## config.mk

```make
export PLATFORM = sky130hd
export DESIGN_NAME = olsm_lane
export DESIGN_NICKNAME = d
export VERILOG_FILES = /design/src/rtl/core/olsm_pkg.sv /design/src/rtl/core/olsm_lane.sv
export SDC_FILE = /design/constraint.sdc
export NUM_CORES = 1
export LEC_CHECK = 0
export BUFFER_PORTS_ARGS = -buffer_cell sky130_fd_sc_hd__buf_2
export CAP_MARGIN = 20
export CORE_ASPECT_RATIO = 0.7
export CORE_MARGIN = 2
export CORE_UTILIZATION = 51
export CTS_BUF_LIST = sky130_fd_sc_hd__clkbuf_4 sky130_fd_sc_hd__clkbuf_8 sky130_fd_sc_hd__clkbuf_16
export DETAILED_ROUTE_END_ITERATION = 8
export GPL_ROUTABILITY_DRIVEN = 0
export PLACE_DENSITY_LB_ADDON = 0.12
export SYNTH_ARGS = -nofsm -noshare
export SYNTH_HDL_FRONTEND = slang
export SYNTH_SLANG_ARGS = --single-unit
```

## constraint.sdc

```tcl
create_clock -name clk_i -period 3 [get_ports clk_i]
set_clock_uncertainty 0.15 [all_clocks]
set_input_delay 0.45 -clock clk_i [delete_from_list [all_inputs] [get_ports clk_i]]
set_output_delay 0.45 -clock clk_i [all_outputs]
set_load 0.005 [all_outputs]
```

## src/rtl/core/olsm_pkg.sv

```systemverilog
// Shared types, codes and permutation tables for the ordering move unit.
package olsm_pkg;

  localparam int unsigned NODE_FIELD_W = 12;
  localparam int unsigned PLACE_W      = 12;
  localparam int unsigned WEIGHT_W     = 32;
  localparam int unsigned SCORE_W      = 48;
  localparam int unsigned MOVE_NODES   = 4;
  localparam int unsigned NUM_PERMS    = 24;
  localparam int unsigned PERM_W       = 5;
  localparam int unsigned DEF_MAX_NODES = 4096;
  localparam int unsigned DEF_MAX_EDGES = 65536;

  localparam logic [SCORE_W-1:0] SCORE_MAX = '1;

  typedef enum logic [2:0] {
    KIND_LOAD  = 3'd0,
    KIND_SET   = 3'd1,
    KIND_SCORE = 3'd2,
    KIND_MOVE  = 3'd3,
    KIND_READ  = 3'd4
  } olsm_kind_e;

  typedef enum logic [1:0] {
    ST_OK       = 2'd0,
    ST_FULL     = 2'd1,
    ST_NOT_DIST = 2'd2
  } olsm_status_e;

  typedef struct packed {
    logic [2:0]              kind;
    logic [NODE_FIELD_W-1:0] node_a;
    logic [NODE_FIELD_W-1:0] node_b;
    logic [NODE_FIELD_W-1:0] node_c;
    logic [NODE_FIELD_W-1:0] node_d;
    logic [PLACE_W-1:0]      place;
    logic [WEIGHT_W-1:0]     edge_weight;
  } olsm_in_t;

  typedef struct packed {
    logic [1:0]         status;
    logic               improved;
    logic [PERM_W-1:0]  perm_index;
    logic [SCORE_W-1:0] total_score;
    logic [PLACE_W-1:0] place_out;
  } olsm_out_t;

  // Per-edge lookup that every lane sees in the same cycle
  typedef struct packed {
    logic                  valid;
    logic                  clear;
    logic [MOVE_NODES-1:0] hit_u;
    logic [MOVE_NODES-1:0] hit_v;
    logic [PLACE_W-1:0]    place_u;
    logic [PLACE_W-1:0]    place_v;
    logic [WEIGHT_W-1:0]   weight;
  } olsm_edge_beat_t;

  // Recursive swap order: slot i of permutation p names the move node that
  // receives original position i.
  localparam logic [1:0] PERM [NUM_PERMS][MOVE_NODES] = '{
    '{2'd0,2'd1,2'd2,2'd3}, '{2'd0,2'd1,2'd3,2'd2}, '{2'd0,2'd2,2'd1,2'd3},
    '{2'd0,2'd2,2'd3,2'd1}, '{2'd0,2'd3,2'd2,2'd1}, '{2'd0,2'd3,2'd1,2'd2},
    '{2'd1,2'd0,2'd2,2'd3}, '{2'd1,2'd0,2'd3,2'd2}, '{2'd1,2'd2,2'd0,2'd3},
    '{2'd1,2'd2,2'd3,2'd0}, '{2'd1,2'd3,2'd2,2'd0}, '{2'd1,2'd3,2'd0,2'd2},
    '{2'd2,2'd1,2'd0,2'd3}, '{2'd2,2'd1,2'd3,2'd0}, '{2'd2,2'd0,2'd1,2'd3},
    '{2'd2,2'd0,2'd3,2'd1}, '{2'd2,2'd3,2'd0,2'd1}, '{2'd2,2'd3,2'd1,2'd0},
    '{2'd3,2'd1,2'd2,2'd0}, '{2'd3,2'd1,2'd0,2'd2}, '{2'd3,2'd2,2'd1,2'd0},
    '{2'd3,2'd2,2'd0,2'd1}, '{2'd3,2'd0,2'd2,2'd1}, '{2'd3,2'd0,2'd1,2'd2}
  };

  // Which original position move node j receives under permutation p
  function automatic logic [1:0] perm_inv(input int unsigned p, input int unsigned j);
    logic [1:0] r;
    r = 2'd0;
    for (int i = 0; i < MOVE_NODES; i++) begin
      if (PERM[p][i] == j[1:0]) r = i[1:0];
    end
    return r;
  endfunction

endpackage

```

## src/rtl/core/olsm_lane.sv

```systemverilog
// One permutation lane: accumulates the signed score change over the edge scan.
module olsm_lane #(
  parameter int unsigned LANE    = 0,
  parameter int unsigned DELTA_W = 53
) (
  input  logic                                          clk_i,
  input  logic                                          rst_ni,
  input  olsm_pkg::olsm_edge_beat_t                     beat_i,
  input  logic [olsm_pkg::MOVE_NODES-1:0][olsm_pkg::PLACE_W-1:0] orig_i,
  output logic [DELTA_W-1:0]                            delta_o
);
  import olsm_pkg::*;

  logic [DELTA_W-1:0] acc_q, acc_d;
  logic [PLACE_W-1:0] new_u, new_v;
  logic               old_fwd, new_fwd;

  // Moved positions of both endpoints under this lane's permutation
  always_comb begin
    new_u = beat_i.place_u;
    new_v = beat_i.place_v;
    for (int j = 0; j < MOVE_NODES; j++) begin
      if (beat_i.hit_u[j]) new_u = orig_i[perm_inv(LANE, j)];
      if (beat_i.hit_v[j]) new_v = orig_i[perm_inv(LANE, j)];
    end
    old_fwd = beat_i.place_u < beat_i.place_v;
    new_fwd = new_u < new_v;
    acc_d = acc_q;
    if (beat_i.clear) begin
      acc_d = '0;
    end else if (beat_i.valid) begin
      if (new_fwd && !old_fwd) acc_d = acc_q + DELTA_W'(beat_i.weight);
      else if (old_fwd && !new_fwd) acc_d = acc_q - DELTA_W'(beat_i.weight);
    end
  end

  always_ff @(posedge clk_i or negedge rst_ni) begin
    if (!rst_ni) begin
      acc_q <= '0;
    end else begin
      acc_q <= acc_d;
    end
  end

  assign delta_o = acc_q;

endmodule

```

==> flow_metrics.py <==
metrics = {
    "cells_and_area": {
        "layout-drive-gt1-share_pct": 43.9,
        "largest_reg_flops": 53,
        "synthToLayoutAreaGrowth_pct": 62.0,
        "design_area_mm2": 0.0122,
        "fin_cells": 1714,
        "fin_nets": 1716,
        "n_fill_cell": 827,
        "insertedDiodeCount": 0,
    },
    "grt": {
        "grt_pass1_vias": 9753,
        "overflow": 0,
        "grt_usage_pct": 37.6,
        "antenna_found_initial": 0,
        "grt_first_pass_wirelength_um": 48300,
        "grt_max_degree": 38,
    },
    "pwr": {
        "power_mw": 7.76,
        "powerDensity_mw_per_mm2": 634,
        "p_leak_nw": 6.13,
        "ir_drop_v": 0.000573,
    },
    "synthesis": {
        "yosysWarnings": 0,
        "yosys.area.top_type": "dfrtp_1",
        "syn-num-nets": 1247,
        "synth.area.top_cells": "dfrtp_1, ha_1, a21oi_1",
        "synthDistinctLibCells": 64,
        "ys_ff_latch": 53,
        "synth_top_cell_area_share_pct": 17.6,
        "synth-edff-count": 0,
        "async_flop_share_pct": 100,
        "postSynthAreaPerCell_um2": 7.20,
        "yosysSeqAreaShare_pct": 17.6,
        "synth_area_mm2": 0.00755,
        "postSynthCellCount": 1049,
        "synth_ff_type": "dfrtp_1",
    },
    "hold_path": {
        "min-delay-start": "delta_o[50]",
        "hold_class": "reg -> reg",
        "whs_path_depth": 2,
        "min_to": "delta_o[50]",
    },
    "die": {
        "initial_core_util_pct": 51.8,
        "ioPinCount": 169,
        "fp.dieArea_mm2": 0.0158,
        "core-area_mm2": 0.0146,
        "die_y_um": 106,
        "die_w_um": 149,
        "row_count": 37,
    },
    "worst_setup_path": {
        "reg2reg_slack_ps": -220,
        "critPathRequiredTime_ps": 3080,
        "rr_startpoint": "delta_o[0]",
        "critPathMaxStageDelay_ps": 410,
        "r2r_cells": 15,
        "reg2reg_to": "delta_o[30]",
        "path_max_fanout": 7,
        "arrival_ps": 5700,
        "worstSetupStartpointType": "input port",
        "worstSetupPathType": "in -> reg",
        "worst_setup_path_end_kind": "register",
        "cp_slowest_cell": "o211ai_1",
    },
    "drt": {
        "viasPerCell": 6.46,
        "drc": 0,
        "drt_pass1_iterations": 6,
        "drtIter0Drc": 1453,
        "drt-wirelength-per-cell_um": 21.1,
        "wl_um": 36200,
        "vias": 11100,
        "antenna_left": 0,
    },
    "timing": {
        "setup_viol": 53,
        "rsz0062_at_grt": "true",
        "min_period_over_period_pct": 187,
        "worst_pin_slew_ps": 837,
        "relSlewSlack_pct": 44.0,
        "hold_viol_final": 0,
        "finalCriticalPeriod_ps": 5610,
        "timing.final.max_slew_violations": 0,
        "setup_ws_ps": -2610,
        "fmax_mhz": 178,
    },
    "placed_design": {
        "pre_cts_ws_ps": -2630,
        "hpwl_um": 22000,
        "placed_cell_area_mm2": 0.0109,
        "port_buffers": 168,
        "dp_cells": 1651,
    },
    "clocking": {
        "cts_buffers": 5,
        "cts_tree": "built",
        "clk_pin_slew_ps": 80,
        "clock_latency_ps": 320,
        "cts_max_level": 2,
        "cts_sinks": 53,
        "root_buffer": "clkbuf_16",
        "clockBufferDepth": 2,
    },
    "job": {
        "maxCapViolCount": 0,
    },
    "outcome": {
        "violations": "setup timing",
        "status": "finished with violations",
    },
}
-- stage by stage --
stage | TNS [ps] | hold WS, ps | utilization [%]
after CTS | -91750 | 377 | 80.5
after floorplan | -80220 | 4.41 | -
final | -116980 | 402 | 83.9
after global placement | -110610 | 323 | 75.0
after global routing | -125610 | 430 | 83.9
after detailed placement | -115960 | 323 | 75.0
-- how the worst max path moves through the flow --
stage,startpoint,to,slack (ps),cells after the start
after floorplan,beat_i[56],delta_o[52],-1970,29
after global placement,beat_i[56],delta_o[41],-2550,29
after detailed placement,beat_i[56],delta_o[41],-2630,29
after CTS,beat_i[56],delta_o[36],-2070,31
after global routing,beat_i[60],delta_o[32],-2760,30
final,beat_i[60],delta_o[36],-2610,31
-- cells in the mapped netlist, drive strengths merged, types with 4 or more instances --
cell type and n:
a211oi 9, a21o 36, a21oi 158, a31oi 11
a41oi 13, and2 9, and3 11, buf 7
clkbuf 45, dfrtp 53, ha 81, inv 31
mux2i 27, nand2 126, nand2b 12, nand3 26
nand3b 6, nand4 18, nor2 106, nor3 22
nor4 4, nor4b 4, o211ai 11, o21a 15
o21ai 60, o21bai 6, o31ai 13, o41ai 4
or2 6, or3 8, or4 5, xnor2 47
xor2 14
-- worst max-delay path: cells and delay by family --
kind,cells,cell delay (ps)
buffers and inverters,7,1040
AOI/OAI and AO/OA,15,2680
and+or+nand+nor,5,580
muxes,1,140
adders and majority gates,2,590
xor gates and xnor gates,1,190
-- layout by cell type (no fill, tap or decap), drive strengths merged, types with 8 or more instances in the layout --
cell,instances
o31ai,13
o21ai,60
inv,32
dfrtp,53
o21a,15
nand2b,12
xnor2,47
buf,512
nand2,126
a41oi,13
nand3,27
a211oi,9
ha,81
o211ai,11
or3,8
and3,11
nor2,106
xor2,14
a21oi,158
nand4,18
a31oi,11
mux2i,27
a21o,36
nor3,22
and2,9
-- repair_timing --
| item | 4_1_cts | 5_1_grt |
|---|---|---|
| setup endpoints to repair | 53 | 53 |
| pin swaps | 82 | 92 |
| gates cloned | 3 | 0 |
| setup buffers | 31 | 26 |
| hold endpoints to repair | 6 | 0 |
| resized for setup | 89 | 74 |
| hold buffers | 1 | 0 |
-- power breakdown --
group          internal, mW  leakage (nW)  switching (mW)
registers             0.856         0.720           0.168
clock network         0.338        0.0735           0.340
logic                  2.89          5.34            3.17
-- routing by layer --
metal	track usage (%)	up-vias	part of all wire, %
li1	-	4804	-
met5	0	-	0
met3	6.19	291	12
met1	52.2	5054	38
met2	60.2	918	44
met4	10.5	0	6.9
-- cells by family after synthesis --
group | share of synthesized area (%)
and+or+nand+nor | 23.1
AOI/OAI and AO/OA | 30.5
buffers and inverters | 4.16
adders and majority gates | 13.7
xor gates and xnor gates | 7.07
DFF | 17.6
muxes | 3.88
-- cell type report --
class                   count  area, um^2  area share (%)
multi-input cells         914        6780            55.4
repair buffers            513        3620            29.5
clock inverters             2        16.3           0.133
flip-flops and latches     53        1330            10.8
clock buffers               6         139            1.13
well taps                 195         244            1.99
inverters                  31         116           0.951
Note: power is estimated with default switching activity, not from simulation.
